[config.mk]
export PLATFORM = sky130hd
export DESIGN_NAME = button_to_keyboard_report_unit
export DESIGN_NICKNAME = d
export VERILOG_FILES = /design/src/hdl/kbr_pkg.sv /design/src/hdl/kbr_cfg_regs.sv /design/src/hdl/kbr_press_track.sv /design/src/hdl/kbr_report_build.sv /design/src/hdl/button_to_keyboard_report_unit.sv
export SDC_FILE = /design/constraint.sdc
export NUM_CORES = 1
export LEC_CHECK = 0
export BUFFER_PORTS_ARGS = -buffer_cell sky130_fd_sc_hd__buf_4
export CAP_MARGIN = 5
export CORE_MARGIN = 2
export CORE_UTILIZATION = 43
export DETAILED_ROUTE_END_ITERATION = 7
export PLACE_DENSITY = 0.75
export SYNTH_ARGS = -nofsm -noshare
export SYNTH_HDL_FRONTEND = slang
export SYNTH_SLANG_ARGS = --single-unit
[constraint.sdc]
create_clock -name clk -period 5.92 [get_ports clk]
set_input_delay 0.296 -clock clk [delete_from_list [all_inputs] [get_ports clk]]
set_output_delay 0.296 -clock clk [all_outputs]
set_load 0.1 [all_outputs]
[src/hdl/kbr_pkg.sv]
// Package for the button to keyboard report unit.
// Holds report layout types, HID usage constants and register indexes.
// No dependencies.
package kbr_pkg;

    localparam int NUM_SLOTS = 6;
    localparam int CFG_W     = 16;

    typedef logic [7:0] usage_t;

    // Same layout as a delivered report: modifiers in the low byte, then slot k.
    typedef struct packed {
        usage_t [NUM_SLOTS-1:0] slots;
        logic [7:0]             modifiers;
    } report_t;

    typedef struct packed {
        logic esc;
        logic enter;
    } press_t;

    typedef enum logic [1:0] {
        CFG_LONG_PRESS = 2'd0,
        CFG_HOME_MASK  = 2'd1,
        CFG_POWER_MASK = 2'd2
    } cfg_idx_t;

    localparam usage_t     USAGE_TAB   = 8'h2B;
    localparam usage_t     USAGE_ESC   = 8'h29;
    localparam usage_t     USAGE_ENTER = 8'h28;
    localparam logic [7:0] MOD_LSHIFT  = 8'h02;

    localparam logic [CFG_W-1:0] LONG_PRESS_RESET = 16'd40;
    localparam logic [CFG_W-1:0] HOME_MASK_RESET  = 16'd2;
    localparam logic [CFG_W-1:0] POWER_MASK_RESET = 16'd1;

endpackage

[src/hdl/kbr_cfg_regs.sv]
// Configuration registers of the button to keyboard report unit, APB-style port.
// Depends on kbr_pkg.
module kbr_cfg_regs
(
    input  logic                     clk,
    input  logic                     rst_n,
    input  logic                     psel,
    input  logic                     penable,
    input  logic                     pwrite,
    input  logic [3:0]               paddr,
    input  logic [31:0]              pwdata,
    output logic [31:0]              prdata,
    output logic                     pready,
    output logic [kbr_pkg::CFG_W-1:0] long_press_ticks,
    output logic [kbr_pkg::CFG_W-1:0] home_mask,
    output logic [kbr_pkg::CFG_W-1:0] power_mask
);
    import kbr_pkg::*;

    logic [CFG_W-1:0] long_press_reg;
    logic [CFG_W-1:0] home_mask_reg;
    logic [CFG_W-1:0] power_mask_reg;
    logic             wr_en;
    cfg_idx_t         idx;

    assign pready = 1'b1;
    assign wr_en  = psel && penable && pwrite;
    assign idx    = cfg_idx_t'(paddr[3:2]);

    always_ff @(posedge clk or negedge rst_n)
    begin
        if (!rst_n)
        begin
            long_press_reg <= LONG_PRESS_RESET;
            home_mask_reg  <= HOME_MASK_RESET;
            power_mask_reg <= POWER_MASK_RESET;
        end
        else if (wr_en)
        begin
            case (idx)
                CFG_LONG_PRESS: long_press_reg <= pwdata[CFG_W-1:0];
                CFG_HOME_MASK:  home_mask_reg  <= pwdata[CFG_W-1:0];
                CFG_POWER_MASK: power_mask_reg <= pwdata[CFG_W-1:0];
                default:        ;
            endcase
        end
    end

    always_comb
    begin
        case (idx)
            CFG_LONG_PRESS: prdata = {{(32-CFG_W){1'b0}}, long_press_reg};
            CFG_HOME_MASK:  prdata = {{(32-CFG_W){1'b0}}, home_mask_reg};
            CFG_POWER_MASK: prdata = {{(32-CFG_W){1'b0}}, power_mask_reg};
            default:        prdata = 32'd0;
        endcase
    end

    assign long_press_ticks = long_press_reg;
    assign home_mask        = home_mask_reg;
    assign power_mask       = power_mask_reg;

endmodule

[src/hdl/kbr_press_track.sv]
// Power key press tracker: hold counter and long/short press decision.
// Depends on kbr_pkg.
module kbr_press_track #(
    parameter int HOLD_WIDTH = 16
)
(
    input  logic                      clk,
    input  logic                      rst_n,
    input  logic                      advance,
    input  logic                      power_down,
    input  logic [kbr_pkg::CFG_W-1:0] long_press_ticks,
    output kbr_pkg::press_t           press
);
    import kbr_pkg::*;

    localparam int CMP_W = (HOLD_WIDTH > CFG_W) ? HOLD_WIDTH : CFG_W;

    logic                  was_down_reg;
    logic                  long_sent_reg;
    logic [HOLD_WIDTH-1:0] hold_reg;
    logic                  long_sent_next;
    logic [HOLD_WIDTH-1:0] hold_next;
    logic [HOLD_WIDTH-1:0] hold_inc;
    logic [HOLD_WIDTH-1:0] hold_down_next;
    logic                  is_long;

    assign hold_inc = (hold_reg == {HOLD_WIDTH{1'b1}}) ? hold_reg : hold_reg + 1'b1;

    // Counter value for a tick on which the power key is down.
    assign hold_down_next = was_down_reg ? hold_inc : '0;
    assign is_long        = CMP_W'(hold_down_next) >= CMP_W'(long_press_ticks);

    always_comb
    begin
        hold_next      = hold_reg;
        long_sent_next = long_sent_reg;
        press.esc      = 1'b0;
        press.enter    = 1'b0;
        if (power_down)
        begin
            hold_next      = hold_down_next;
            long_sent_next = was_down_reg ? long_sent_reg : 1'b0;
            // Escape repeats on every tick once the threshold is reached.
            if (is_long)
            begin
                long_sent_next = 1'b1;
                press.esc      = 1'b1;
            end
        end
        else if (was_down_reg)
        begin
            // A release that never reached the threshold is a short press.
            press.enter    = !long_sent_reg;
            hold_next      = '0;
            long_sent_next = 1'b0;
        end
    end

    always_ff @(posedge clk or negedge rst_n)
    begin
        if (!rst_n)
        begin
            was_down_reg  <= 1'b0;
            long_sent_reg <= 1'b0;
            hold_reg      <= '0;
        end
        else if (advance)
        begin
            was_down_reg  <= power_down;
            long_sent_reg <= long_sent_next;
            hold_reg      <= hold_next;
        end
    end

endmodule

[src/hdl/kbr_report_build.sv]
// Report builder: fills key slots and filters reports equal to the last delivered one.
// Depends on kbr_pkg.
module kbr_report_build #(
    parameter int KEY_SLOTS = 6
)
(
    input  logic              clk,
    input  logic              rst_n,
    input  logic              advance,
    input  logic              tab_down,
    input  logic              home_down,
    input  kbr_pkg::press_t   press,
    input  logic              reader_waiting,
    output kbr_pkg::report_t  report,
    output logic              deliver,
    output logic              have_last,
    output kbr_pkg::report_t  last_delivered
);
    import kbr_pkg::*;

    logic       tab_use;
    logic [2:0] pos_esc;
    logic [2:0] pos_enter;
    logic       have_last_reg;
    report_t    last_reg;

    assign tab_use   = tab_down || home_down;
    assign pos_esc   = {2'b00, tab_use};
    assign pos_enter = {2'b00, tab_use} + {2'b00, press.esc};

    // Usages are distinct and slots start empty, so filling is a compaction
    // in the order Tab, Escape, Enter.
    always_comb
    begin
        report.modifiers = home_down ? MOD_LSHIFT : 8'h00;
        for (int k = 0; k < NUM_SLOTS; k++)
        begin
            report.slots[k] = 8'h00;
            if (k < KEY_SLOTS)
            begin
                if (tab_use && (k == 0))
                    report.slots[k] = USAGE_TAB;
                else if (press.esc && (pos_esc == 3'(k)))
                    report.slots[k] = USAGE_ESC;
                else if (press.enter && (pos_enter == 3'(k)))
                    report.slots[k] = USAGE_ENTER;
            end
        end
    end

    assign deliver = reader_waiting && !(have_last_reg && (report == last_reg));

    always_ff @(posedge clk or negedge rst_n)
    begin
        if (!rst_n)
        begin
            have_last_reg <= 1'b0;
            last_reg      <= '0;
        end
        else if (advance && deliver)
        begin
            have_last_reg <= 1'b1;
            last_reg      <= report;
        end
    end

    assign have_last      = have_last_reg;
    assign last_delivered = last_reg;

endmodule

[src/hdl/button_to_keyboard_report_unit.sv]
// Top level of the button to keyboard report unit.
// Depends on kbr_pkg, kbr_cfg_regs, kbr_press_track and kbr_report_build.

// Each input item is one poll tick and yields exactly one result item: the current
// keyboard report and a deliver flag that is set when the report differs from the
// last one delivered and a reader is waiting. The unit takes one item per clock
// cycle unless the result register is stalled; an item passes through an input
// register and then the result register. The power-press state (hold counter,
// long-press flag) and the last delivered report are updated in the same cycle as
// the item that changes them, which is what lets the next item follow immediately.
// Configuration registers sit at byte addresses 0, 4 and 8 and should be written
// only while idle.
module button_to_keyboard_report_unit #(
    parameter int HOLD_WIDTH = 16,
    parameter int KEY_SLOTS  = 6
)
(
    input  logic        clk,
    input  logic        rst_n,
    // s_tdata: tab_level[0], pmic_ok[1], pmic_status[17:2], reader_waiting[18]
    input  logic        s_tvalid,
    output logic        s_tready,
    input  logic [23:0] s_tdata,
    // m_tdata: modifiers[7:0], key_slot0..key_slot5[55:8], deliver[56]
    output logic        m_tvalid,
    input  logic        m_tready,
    output logic [63:0] m_tdata,
    input  logic        psel,
    input  logic        penable,
    input  logic        pwrite,
    input  logic [3:0]  paddr,
    input  logic [31:0] pwdata,
    output logic [31:0] prdata,
    output logic        pready
);
    import kbr_pkg::*;

    logic [CFG_W-1:0] long_press_ticks;
    logic [CFG_W-1:0] home_mask;
    logic [CFG_W-1:0] power_mask;

    logic             in_valid_reg;
    logic             tab_level_reg;
    logic             pmic_ok_reg;
    logic [15:0]      pmic_status_reg;
    logic             reader_waiting_reg;

    logic             out_valid_reg;
    report_t          out_report_reg;
    logic             out_deliver_reg;

    logic             out_free;
    logic             advance;
    logic             tab_down;
    logic             home_down;
    logic             power_down;
    press_t           press;
    report_t          report;
    logic             deliver;
    logic             have_last;
    report_t          last_delivered;

    kbr_cfg_regs u_cfg (
        .clk              (clk),
        .rst_n            (rst_n),
        .psel             (psel),
        .penable          (penable),
        .pwrite           (pwrite),
        .paddr            (paddr),
        .pwdata           (pwdata),
        .prdata           (prdata),
        .pready           (pready),
        .long_press_ticks (long_press_ticks),
        .home_mask        (home_mask),
        .power_mask       (power_mask)
    );

    assign out_free = !out_valid_reg || m_tready;
    assign advance  = in_valid_reg && out_free;
    assign s_tready = !in_valid_reg || out_free;

    always_ff @(posedge clk or negedge rst_n)
    begin
        if (!rst_n)
        begin
            in_valid_reg <= 1'b0;
        end
        else if (s_tready)
        begin
            in_valid_reg <= s_tvalid;
        end
    end

    always_ff @(posedge clk)
    begin
        if (s_tready && s_tvalid)
        begin
            tab_level_reg      <= s_tdata[0];
            pmic_ok_reg        <= s_tdata[1];
            pmic_status_reg    <= s_tdata[17:2];
            reader_waiting_reg <= s_tdata[18];
        end
    end

    // A failed status read counts both power-chip keys as released.
    assign tab_down   = !tab_level_reg;
    assign home_down  = pmic_ok_reg && ((pmic_status_reg & home_mask) == '0);
    assign power_down = pmic_ok_reg && ((pmic_status_reg & power_mask) == '0);

    kbr_press_track #(
        .HOLD_WIDTH (HOLD_WIDTH)
    ) u_press (
        .clk              (clk),
        .rst_n            (rst_n),
        .advance          (advance),
        .power_down       (power_down),
        .long_press_ticks (long_press_ticks),
        .press            (press)
    );

    kbr_report_build #(
        .KEY_SLOTS (KEY_SLOTS)
    ) u_report (
        .clk            (clk),
        .rst_n          (rst_n),
        .advance        (advance),
        .tab_down       (tab_down),
        .home_down      (home_down),
        .press          (press),
        .reader_waiting (reader_waiting_reg),
        .report         (report),
        .deliver        (deliver),
        .have_last      (have_last),
        .last_delivered (last_delivered)
    );

    always_ff @(posedge clk or negedge rst_n)
    begin
        if (!rst_n)
        begin
            out_valid_reg <= 1'b0;
        end
        else if (out_free)
        begin
            out_valid_reg <= in_valid_reg;
        end
    end

    always_ff @(posedge clk)
    begin
        if (advance)
        begin
            out_report_reg  <= report;
            out_deliver_reg <= deliver;
        end
    end

    assign m_tvalid = out_valid_reg;
    assign m_tdata  = {7'd0, out_deliver_reg, out_report_reg};

`ifndef NO_ASSERTIONS
    a_last_follows_delivery: assert property (@(posedge clk) disable iff (!rst_n)
        (advance && deliver) |=> (have_last && (last_delivered == $past(report))))
        else $error("last delivered report does not match the report just delivered");

    a_esc_enter_exclusive: assert property (@(posedge clk) disable iff (!rst_n)
        !(press.esc && press.enter))
        else $error("Escape and Enter raised for the same tick");

    a_result_tracks_delivery: assert property (@(posedge clk) disable iff (!rst_n)
        (advance && deliver) |=> (m_tvalid && m_tdata[56]))
        else $error("delivered report not flagged in the result register");
`endif

endmodule

==> metrics.cfg, run 1 <==
[status]
status = finished, final reports clean

[die]
rows = 42
core_um2 = 13350
start_util_pct = 44.45
die_w_um = 121.5
die_y_um = 121.5
die_area_um2 = 14750
io_pins = 166

[power_and_ir_drop]
ir_drop_mv = 0.1966
p_per_area_nw_per_um2 = 348.7
fin_total_pwr_mw = 2.336
power.leakage_nw = 3.043

[job]
maxCapViolCount = 0

[placed_design]
dpl.hpwl_mm = 9.559
place_congestion = 0.8284
dp_slack_ps = 407.9
place.port_buffers = 74
place_area_um2 = 6389
dp_cells = 797

[timing]
fin_setup_tns_ps = 0
setup_violations = 0
post-route-period-util_pct = 89.95
rsz0062_at_grt = false
min_period_ps = 5325
tightestPinTransition_ps = 1089
finClkSkew_ps = 5.442
relSlewSlack_pct = 26.88
hold_slack_ps = 117.3
setup_slack_ps = 595.2
slew_violations = 0
fmaxAchievable_mhz = 187.8
hold_viol_final = 0

[synth]
synthTopCellsByArea = dfrtp_1 31%, edfxtp_1 14%, buf_4 9.2%
synth_cells = 565
synth-seq-cells = 105
synth-main-ff-cell = dfrtp_1
ys_seq_area_share_pct = 46.73
synth-edff-count = 28
synth_area_leader_cell = dfrtp_1
yosysUniqueCellTypes = 50
syn-cell-area_um2 = 5933
synthArstFlopShare_pct = 73.33
syn_area_per_cell_um2 = 10.50
synth_top_area_share_pct = 30.79
ys.warnings.count = 0

[cts]
cts_buffer_depth = 2
clkTransAtPathRegs_ps = 70
clk_latency_ps = 350
cts.sinks = 105
cts_hold_buf = 0
root_buffer = clkbuf_16
cts_tree = done
htree_levels = 3
cts_made_buffers = 9

[global_routing]
grt.total_usage_pct = 18.65
grt-ovfl-total = 0
grt_pass1_vias = 4155
grt_max_degree = 78
grt_pass1_wl_mm = 21.32
antenna_found_initial = 0

[route]
via_per_inst = 5.194
vias = 4223
routed_wl_mm = 13.14
initialDrtViolationCount = 220
first_pass_iters = 5
ant_nets = 0
wire_per_inst_um = 16.16
drcViolationCount = 0

[worst_setup_path]
cp_max_fo = 7
critPathLaunchType = flip-flop
arrival_ps = 5560
criticalPathCategory = flip-flop to flip-flop
endpoint_kind = flip-flop
required_ps = 6150

[finish]
final_core_util_pct = 50.19
finalNonFillerCells = 813
final_cell_mix = 79 x buf_4, 73 x dfrtp_1, 68 x conb_1
stdcell_area_um2 = 6699
nets = 721
syn_to_final_growth_pct = 12.91
final_common_cell = buf_4
drive_above_1_share_pct = 23.39
diodes = 0

[hold_path]
hp-class = input port to asynchronous set/reset pin

-- cells by family (layout without fill, tap and decap cells) --
logic type	count (synthesis)	count (layout)	synth area share, %
AO/OA/AOI/OAI	106	106	11.58
buffers and inverters	111	117	11.77
AND/OR/NAND/NOR	146	146	11.89
flip-flops	105	105	46.73
XOR/XNOR	14	14	2.067
other	2	68	0.1266
multiplexers	59	59	11.20
adder cells (fa/ha/maj)	22	22	4.639
-- where the power goes --
part | total (mW) | leakage [nW] | internal, mW | switching (mW)
clock | 0.609 | 0.149 | 0.340 | 0.268
sequential | 0.946 | 1.23 | 0.859 | 0.0864
combinational | 0.781 | 1.66 | 0.194 | 0.588
-- what timing repair did --
| action | CTS | global route |
|---|---|---|
| endpoints found under the hold margin | 0 | 0 |
| endpoints found under the setup margin | 0 | 6 |
| buffers inserted | 0 | 0 |
| gates resized for setup | 0 | 2 |
-- layer usage --
layer | track usage [%] | up-vias | share of wire (%)
li1 | - | 1991 | -
met1 | 24.47 | 2040 | 43
met4 | 5.891 | 0 | 2.0
met3 | 2.961 | 20 | 5.4
met2 | 31.64 | 172 | 50
met5 | 0 | - | 0
-- path summary, 6_finish.rpt --
check | from | to | slack (ps) | cells past startpoint
worst max-delay path | u_press.hold_reg[1] | u_report.last_delivered[16] | 600 | 20
worst min-delay path | rst_n | u_cfg.power_mask[9] | 120 | 1
worst max register to register | u_press.hold_reg[1] | u_report.last_delivered[16] | 600 | 20
worst min register to register | u_report.have_last | u_report.have_last | 480 | 1
max in group asynchronous | rst_n | u_press.hold_reg[13] | 5150 | 1
min in group clk | s_tdata[15] | pmic_status_reg[13] | 120 | 1
-- critical path, stage by stage (launching register included) --
cell	delay (ps)
dfrtp_1	410
ha_1	210
and3_1	230
nand4_1	270
or3_1	540
a21oi_1	250
ha_1	290
a21o_1	180
a21o_1	160
a21oi_1	170
o21ai_0	120
a21oi_1	270
nor2b_1	140
ha_1	300
nor3b_1	400
nand2b_1	110
a21oi_1	200
nor4bb_1	70
o21ai_0	250
o31a_2	320
mux2_4	320
-- area by class of cell --
cell class	count	area, um2
Clock buffer	10	239.0
Clock inverter	6	65.06
Fill cell	1184	6649
Inverter	22	82.58
Multi-Input combinational cell	415	2726
Sequential cell	105	2773
Tap cell	176	220.2
Timing Repair Buffer	79	593.1
-- synth_stat cells, drive strengths merged (6+ instances only) --
| cell | number |
|---|---|
| clkbuf | 14 |
| nor3 | 9 |
| xnor2 | 9 |
| a22oi | 15 |
| nor2b | 6 |
| inv | 22 |
| o21ai | 49 |
| mux2i | 18 |
| nand2 | 60 |
| nand2b | 7 |
| buf | 75 |
| a22o | 10 |
| and3 | 6 |
| a21oi | 9 |
| nand4 | 10 |
| nor2 | 19 |
| dfrtp | 73 |
| edfxtp | 28 |
| ha | 22 |
| a21o | 6 |
| mux2 | 41 |
| nand3 | 11 |
Power figures use the tool's default switching activity.
==> run 2, diff against run 1 <==
Settings changed: BUFFER_PORTS_ARGS -buffer_cell sky130_fd_sc_hd__buf_4 to -buffer_cell sky130_fd_sc_hd__buf_2.
==> run 2 against run 1 <==
- final cell count rose by 0.12%
- wire length fell by 0.80%
- cell area fell by 3.1%
- first-iteration DRC count fell by 7.7%
- global-route usage fell by 0.14 points
- count of clock-buffer cells in the layout fell by 1
- core utilization fell by 1.5 points
- sequential power barely moved
- setup slack got worse by 210 ps
- fmax fell by 3.8%
==> metrics.cfg, run 2 (synthesized netlist as in run 1, its figures left out) <==
[cts]
cts.sinks = 105  ; unchanged
cts_tree = done  ; unchanged
cts_buffer_depth = 2  ; unchanged
cts_resized = 0  ; unchanged
clk_latency_ps = 360  ; was 350 ps
cts_made_buffers = 9  ; unchanged
post-cts-setup-buffers = 0  ; unchanged
root_buffer = clkbuf_16  ; unchanged
cts_hold_buf = 0  ; unchanged
clkTransAtPathRegs_ps = 80  ; was 70 ps
htree_levels = 3  ; unchanged

[timing]
finClkSkew_ps = 10.35  ; was 5.442 ps
fin_setup_tns_ps = 0  ; unchanged
rsz0062_at_grt = false  ; unchanged
hold_viol_final = 0  ; unchanged
relSlewSlack_pct = 28.29  ; was 26.88%
fmaxAchievable_mhz = 180.6  ; was 187.8 MHz
min_period_ps = 5536  ; was 5325 ps
slew_violations = 0  ; unchanged
tightestPinTransition_ps = 1068  ; was 1089 ps
setup_violations = 0  ; unchanged
post-route-period-util_pct = 93.52  ; was 89.95%

[finish]
fillers = 1218  ; was 1184
diodes = 0  ; unchanged
final_cell_mix = 74 x buf_2, 73 x dfrtp_1, 68 x conb_1  ; was 79 x buf_4, 73 x dfrtp_1, 68 x conb_1
final_common_cell = buf_2  ; was buf_4
stdcell_area_um2 = 6494  ; was 6699 um2
syn_to_final_growth_pct = 9.448  ; was 12.91%
drive_above_1_share_pct = 23.20  ; was 23.39%
nets = 722  ; was 721
final_core_util_pct = 48.65  ; was 50.19%
finalNonFillerCells = 814  ; was 813

[die]
core_um2 = 13350  ; unchanged
io_pins = 166  ; unchanged
die_y_um = 121.5  ; unchanged
die_w_um = 121.5  ; unchanged
die_area_um2 = 14750  ; unchanged
rows = 42  ; unchanged
start_util_pct = 44.45  ; unchanged

[global_routing]
grt.total_usage_pct = 18.51  ; was 18.65%
antenna_found_initial = 0  ; unchanged
grt_pass1_wl_mm = 21.28  ; was 21.32 mm
grt_max_degree = 78  ; unchanged
grt_pass1_vias = 4220  ; was 4155
grt-ovfl-total = 0  ; unchanged

[power_and_ir_drop]
p_int_mw = 1.321  ; was 1.393 mW
power_frac_clock_pct = 25.3  ; was 26.1%
power_frac_seq_pct = 41.5  ; was 40.5%
switching_share_pct = 42.06  ; was 40.35%
ir_drop_mv = 0.2118  ; was 0.1966 mV
comb_power_share_pct = 33.3  ; was 33.5%
power.leakage_nw = 2.983  ; was 3.043 nW
switching_power_mw = 0.9589  ; was 0.9426 mW
p_per_area_nw_per_um2 = 351.1  ; was 348.7 nW/um2

[route]
drcViolationCount = 0  ; unchanged
routed_wl_mm = 13.03  ; was 13.14 mm
via_per_inst = 5.252  ; was 5.194
ant_nets = 0  ; unchanged
vias = 4275  ; was 4223
first_pass_iters = 5  ; unchanged
wire_per_inst_um = 16.01  ; was 16.16 um
initialDrtViolationCount = 203  ; was 220

[placed_design]
place.port_buffers = 74  ; unchanged
dp_cells = 798  ; was 797
dpl.hpwl_mm = 9.568  ; was 9.559 mm
place_area_um2 = 6211  ; was 6389 um2
place_congestion = 0.8508  ; was 0.8284

[job]
maxCapViolCount = 0  ; unchanged

[worst_setup_path]
endpoint_kind = flip-flop  ; unchanged
arrival_ps = 5780  ; was 5560 ps
startpoint = u_press.hold_reg[0]  ; was u_press.hold_reg[1]
critPathLaunchType = flip-flop  ; unchanged
r2r-start = u_press.hold_reg[0]  ; was u_press.hold_reg[1]
required_ps = 6160  ; was 6150 ps
criticalPathCategory = flip-flop to flip-flop  ; unchanged
cp_max_fo = 7  ; unchanged

[hold_path]
hp-class = input port to flip-flop  ; was input port to asynchronous set/reset pin
hold_start = s_tdata[17]

[status]
status = finished, final reports clean  ; unchanged

-- run 2: final cells by class --
cell class                      count  area (um2)  share of cell area [%]
Multi-Input combinational cell    415        2720                   41.89
Timing Repair Buffer               80       415.4                   6.397
Clock buffer                        9       225.2                   3.468
Tap cell                          176       220.2                   3.391
Inverter                           22       82.58                   1.272
Sequential cell                   105        2773                   42.70
Clock inverter                      7       57.56                  0.8863
-- run 2: through the flow --
| stage | hold WS [ps] | setup slack (ps) | power (mW) |
|---|---|---|---|
| after detailed placement | 455.7 | 477.7 | 1.714 |
| after global placement | 456.8 | 556.5 | 1.694 |
| final | 107.8 | 383.8 | 2.280 |
| after floorplan | 0.4090 | 1104 | 1.610 |
| after CTS | 104.3 | 372.6 | 2.285 |
| after global routing | 99.87 | 24.47 | 2.381 |
-- run 2: worst paths after layout --
kind / endpoint / slack [ps] / cells after the start
worst min-delay path: pmic_status_reg[15] / 110 / 1
worst max-delay path: u_report.last_delivered[35] / 380 / 22
worst max register to register: u_report.last_delivered[35] / 380 / 22
max in group asynchronous: u_press.hold_reg[14] / 5080 / 2
min in group asynchronous: u_cfg.power_mask[14] / 160 / 2
worst min register to register: u_report.have_last / 490 / 1
-- run 2: worst max-delay path: stages (launching register included) --
cell and delay (ps):
dfrtp_1 420, ha_1 210, and3_1 220, nand4_1 220, nor3_1 420, xnor2_1 170
nand2_1 100, ha_1 290, nand2b_1 150, a21o_1 170, a21o_1 170, a211oi_1 240
o21ai_0 130, a21oi_1 280, nor2b_1 150, ha_1 300, nor3b_1 380, nand2b_1 110
a21oi_1 200, nor4bb_1 70, o21ai_0 230, o31a_1 450, mux2_4 340
-- run 2: power by group through the flow --
| stage | registers, mW | clock network, mW | logic, mW |
|---|---|---|---|
| after global placement | 0.952 | 0 | 0.742 |
| after detailed placement | 0.958 | 0 | 0.755 |
| final | 0.946 | 0.576 | 0.758 |
| after floorplan | 0.964 | 0 | 0.646 |
| after global routing | 0.960 | 0.616 | 0.805 |
| after CTS | 0.944 | 0.583 | 0.758 |
-- run 2: routing by layer --
layer,routed length (um),track usage [%]
met2,6347,31.14
met5,0,0
met3,770,3.102
met4,357,7.830
met1,5556,23.59
==> run 3, diff against run 2 <==
Settings changed: BUFFER_PORTS_ARGS -buffer_cell sky130_fd_sc_hd__buf_2 to unset, DONT_BUFFER_PORTS set to 1, PLACE_DENSITY 0.75 to 0.65.
==> run 3 against run 2 <==
- die area stayed put
- first-iteration DRC count is 27% higher
- sequential cell count stayed put
- wire length is 2.5% higher
- fmax is 1.2% higher
- sequential power is 4.8% higher
- clock power is 4.2% higher
- combinational power is 7.5% lower
- non-clock buffer count is 69 lower
- via count is 5.5% lower
- worst hold slack worse by 74 ps
- final cell count is 8.5% lower
- largest cell class is now multi-input combinational cells
==> metrics.cfg, run 3 (synthesized netlist as in run 1, its figures left out) <==
[status]
status = finished, final reports clean  ; unchanged

[global_routing]
grt_pass1_wl_mm = 20.78  ; was 21.28 mm
antenna_found_initial = 0  ; unchanged
grt.total_usage_pct = 18.75  ; was 18.51%
grt_pass1_vias = 3805  ; was 4220
grt-ovfl-total = 0  ; unchanged
grt_max_degree = 78  ; unchanged

[route]
initialDrtViolationCount = 258  ; was 203
routed_wl_mm = 13.36  ; was 13.03 mm
ant_nets = 0  ; unchanged
vias = 4041  ; was 4275
via_per_inst = 5.424  ; was 5.252
drcViolationCount = 0  ; unchanged
first_pass_iters = 5  ; unchanged
wire_per_inst_um = 17.93  ; was 16.01 um

[cts]
htree_levels = 3  ; unchanged
cts.sinks = 105  ; unchanged
cts_made_buffers = 9  ; unchanged
clk_latency_ps = 360  ; about the same
clkTransAtPathRegs_ps = 70  ; was 80 ps
cts_buffer_depth = 2  ; unchanged
root_buffer = clkbuf_16  ; unchanged
cts_tree = done  ; unchanged
post-cts-setup-buffers = 0  ; unchanged

[timing]
finClkSkew_ps = 10.90  ; was 10.35 ps
rsz0062_at_grt = false  ; unchanged
relSlewSlack_pct = 19.13  ; was 28.29%
hold_slack_ps = 34.10  ; was 107.8 ps
slew_violations = 0  ; unchanged
min_period_ps = 5472  ; was 5536 ps
fin_setup_tns_ps = 0  ; unchanged
fmaxAchievable_mhz = 182.7  ; was 180.6 MHz
tightestPinTransition_ps = 1213  ; was 1068 ps
hold_viol_final = 0  ; unchanged
setup_violations = 0  ; unchanged
post-route-period-util_pct = 92.44  ; was 93.52%

[worst_setup_path]
slowest_delay_ps = 450  ; about the same
r2r_slack_ps = 450  ; was 380 ps
cp_top_family = simple AND/OR/NAND/NOR gates  ; was compound AO/OA/AOI/OAI gates
cp.depth = 23  ; was 22
criticalPathCategory = flip-flop to flip-flop  ; unchanged
arrival_ps = 5710  ; was 5780 ps
r2r-end = u_report.last_delivered[16]  ; was u_report.last_delivered[35]
startpoint = u_press.hold_reg[0]  ; unchanged
critPathLaunchType = flip-flop  ; unchanged
r2r-start = u_press.hold_reg[0]  ; unchanged
reg2regPathDepth = 23  ; was 22
endpoint_kind = flip-flop  ; unchanged
critPathBufInv = 2  ; was 0
crit_chain = ha_1 > and3_1 > nand4_1 > nor3_2 > buf_4 > nor3_1 > xnor2_1 > nor2_1 > ha_1 > a21o_1 > a21o_1 > a21oi_1 > o21ai_0 > a21oi_1 > nor2b_1 > ha_1 > inv_1 > o221a_2 > nand4_1 > nor4_1 > o21ai_0 > o31a_2 > mux2_4  ; was ha_1 > and3_1 > nand4_1 > nor3_1 > xnor2_1 > nand2_1 > ha_1 > nand2b_1 > a21o_1 > a21o_1 > a211oi_1 > o21ai_0 > a21oi_1 > nor2b_1 > ha_1 > nor3b_1 > nand2b_1 > a21oi_1 > nor4bb_1 > o21ai_0 > o31a_1 > mux2_4
cp_slowest_cell = dfrtp_1  ; was o31a_1
required_ps = 6160  ; about the same
cp_max_fo = 7  ; unchanged
crit_path_frequent_cell = ha_1  ; unchanged

[finish]
finalNonFillerCells = 745  ; was 814
diodes = 0  ; unchanged
drive_above_1_share_pct = 16.87  ; was 23.20%
final_common_cell = dfrtp_1  ; was buf_2
final_core_util_pct = 47.56  ; was 48.65%
final_cell_mix = 73 x dfrtp_1, 68 x conb_1, 60 x nand2_1  ; was 74 x buf_2, 73 x dfrtp_1, 68 x conb_1
nets = 653  ; was 722
syn_to_final_growth_pct = 7.001  ; was 9.448%

[placed_design]
place.port_buffers = 0  ; was 74
place_congestion = 0.8579  ; was 0.8508
dp_cells = 727  ; was 798
dpl.hpwl_mm = 9.851  ; was 9.568 mm

[die]
die_y_um = 121.5  ; unchanged
die_w_um = 121.5  ; unchanged
start_util_pct = 44.45  ; unchanged
core_um2 = 13350  ; unchanged
io_pins = 166  ; unchanged
die_area_um2 = 14750  ; unchanged
rows = 42  ; unchanged

[job]
maxCapViolCount = 0  ; unchanged

[hold_path]
min_to = pmic_status_reg[5]  ; was pmic_status_reg[15]
hp-class = input port to flip-flop  ; unchanged
hold_start = s_tdata[7]  ; was s_tdata[17]
holdPathStages = 0  ; was 1

[power_and_ir_drop]
power.leakage_nw = 2.770  ; was 2.983 nW
ir_drop_mv = 0.2308  ; was 0.2118 mV
fin_total_pwr_mw = 2.292  ; was 2.280 mW
p_per_area_nw_per_um2 = 361.0  ; was 351.1 nW/um2

[run 3: cell count changes in the layout (fill, tap and decap cells not counted), moves of 2 or more]
cell / change
buf_2: -74
o21ai_0: -16
inv_6: -3
buf_16: +5
o21ai_2: +16
clkinvlp_4: +2
[run 3: per-layer routing]
layer | GRT usage [%] | up-vias | wire [um] | share of wire [%]
met3 | 7.660 | 18 | 1102 | 8.2
met4 | 6.322 | 0 | 248 | 1.9
met1 | 23.51 | 1983 | 5675 | 42
met2 | 29.39 | 177 | 6331 | 47
li1 | - | 1863 | - | -
met5 | 0 | - | 0 | 0
[run 3: timing repair]
| item | CTS | global route |
|---|---|---|
| hold buffers | 2 | 0 |
| endpoints found under the setup margin | 0 | 7 |
| endpoints found under the hold margin | 77 | 0 |
| resized for setup | 0 | 3 |
[run 3: per-stage QoR]
| step | instance area, um2 | setup slack (ps) |
|---|---|---|
| after global placement | 6003 | 381.8 |
| after floorplan | 6181 | 1104 |
| after CTS | 6337 | 225.8 |
| after global routing | 6349 | 38.10 |
| after detailed placement | 6003 | 278.9 |
| final | 6349 | 447.5 |
[run 3: final cells by class]
cell class              instances  area, um2
flip-flops and latches        105       2773
repair buffers                 11      185.2
well taps                     176      220.2
multi-input cells             415       2791
clock inverters                 6      67.56
fillers                      1256       6999
clock buffers                  10      229.0
inverters                      22      82.58
[run 3: power breakdown]
group          total (mW)  leakage [nW]  internal [mW]  switching [mW]
sequential          0.991          1.23          0.860           0.132
clock               0.600         0.139          0.330           0.270
combinational       0.701          1.40          0.161           0.540
total                2.29          2.77           1.35           0.942
[run 3: worst max path at each step]
stage,end,slack (ps)
floorplan,u_report.last_delivered[16],1100
global placement,u_report.last_delivered[16],380
detailed placement,u_report.last_delivered[8],280
CTS,u_report.last_delivered[16],230
global route,u_report.last_delivered[16],40
finish,u_report.last_delivered[16],450
[run 3: worst register-to-register path: cells and delay by family (launching register included)]
family | cells | cell delay, ps
AOI/OAI and AO/OA | 8 | 1580
xor gates and xnor gates | 1 | 140
adders and majority gates | 3 | 810
buffers and inverters | 2 | 350
DFF | 1 | 450
muxes | 1 | 330
and+or+nand+nor | 8 | 1720
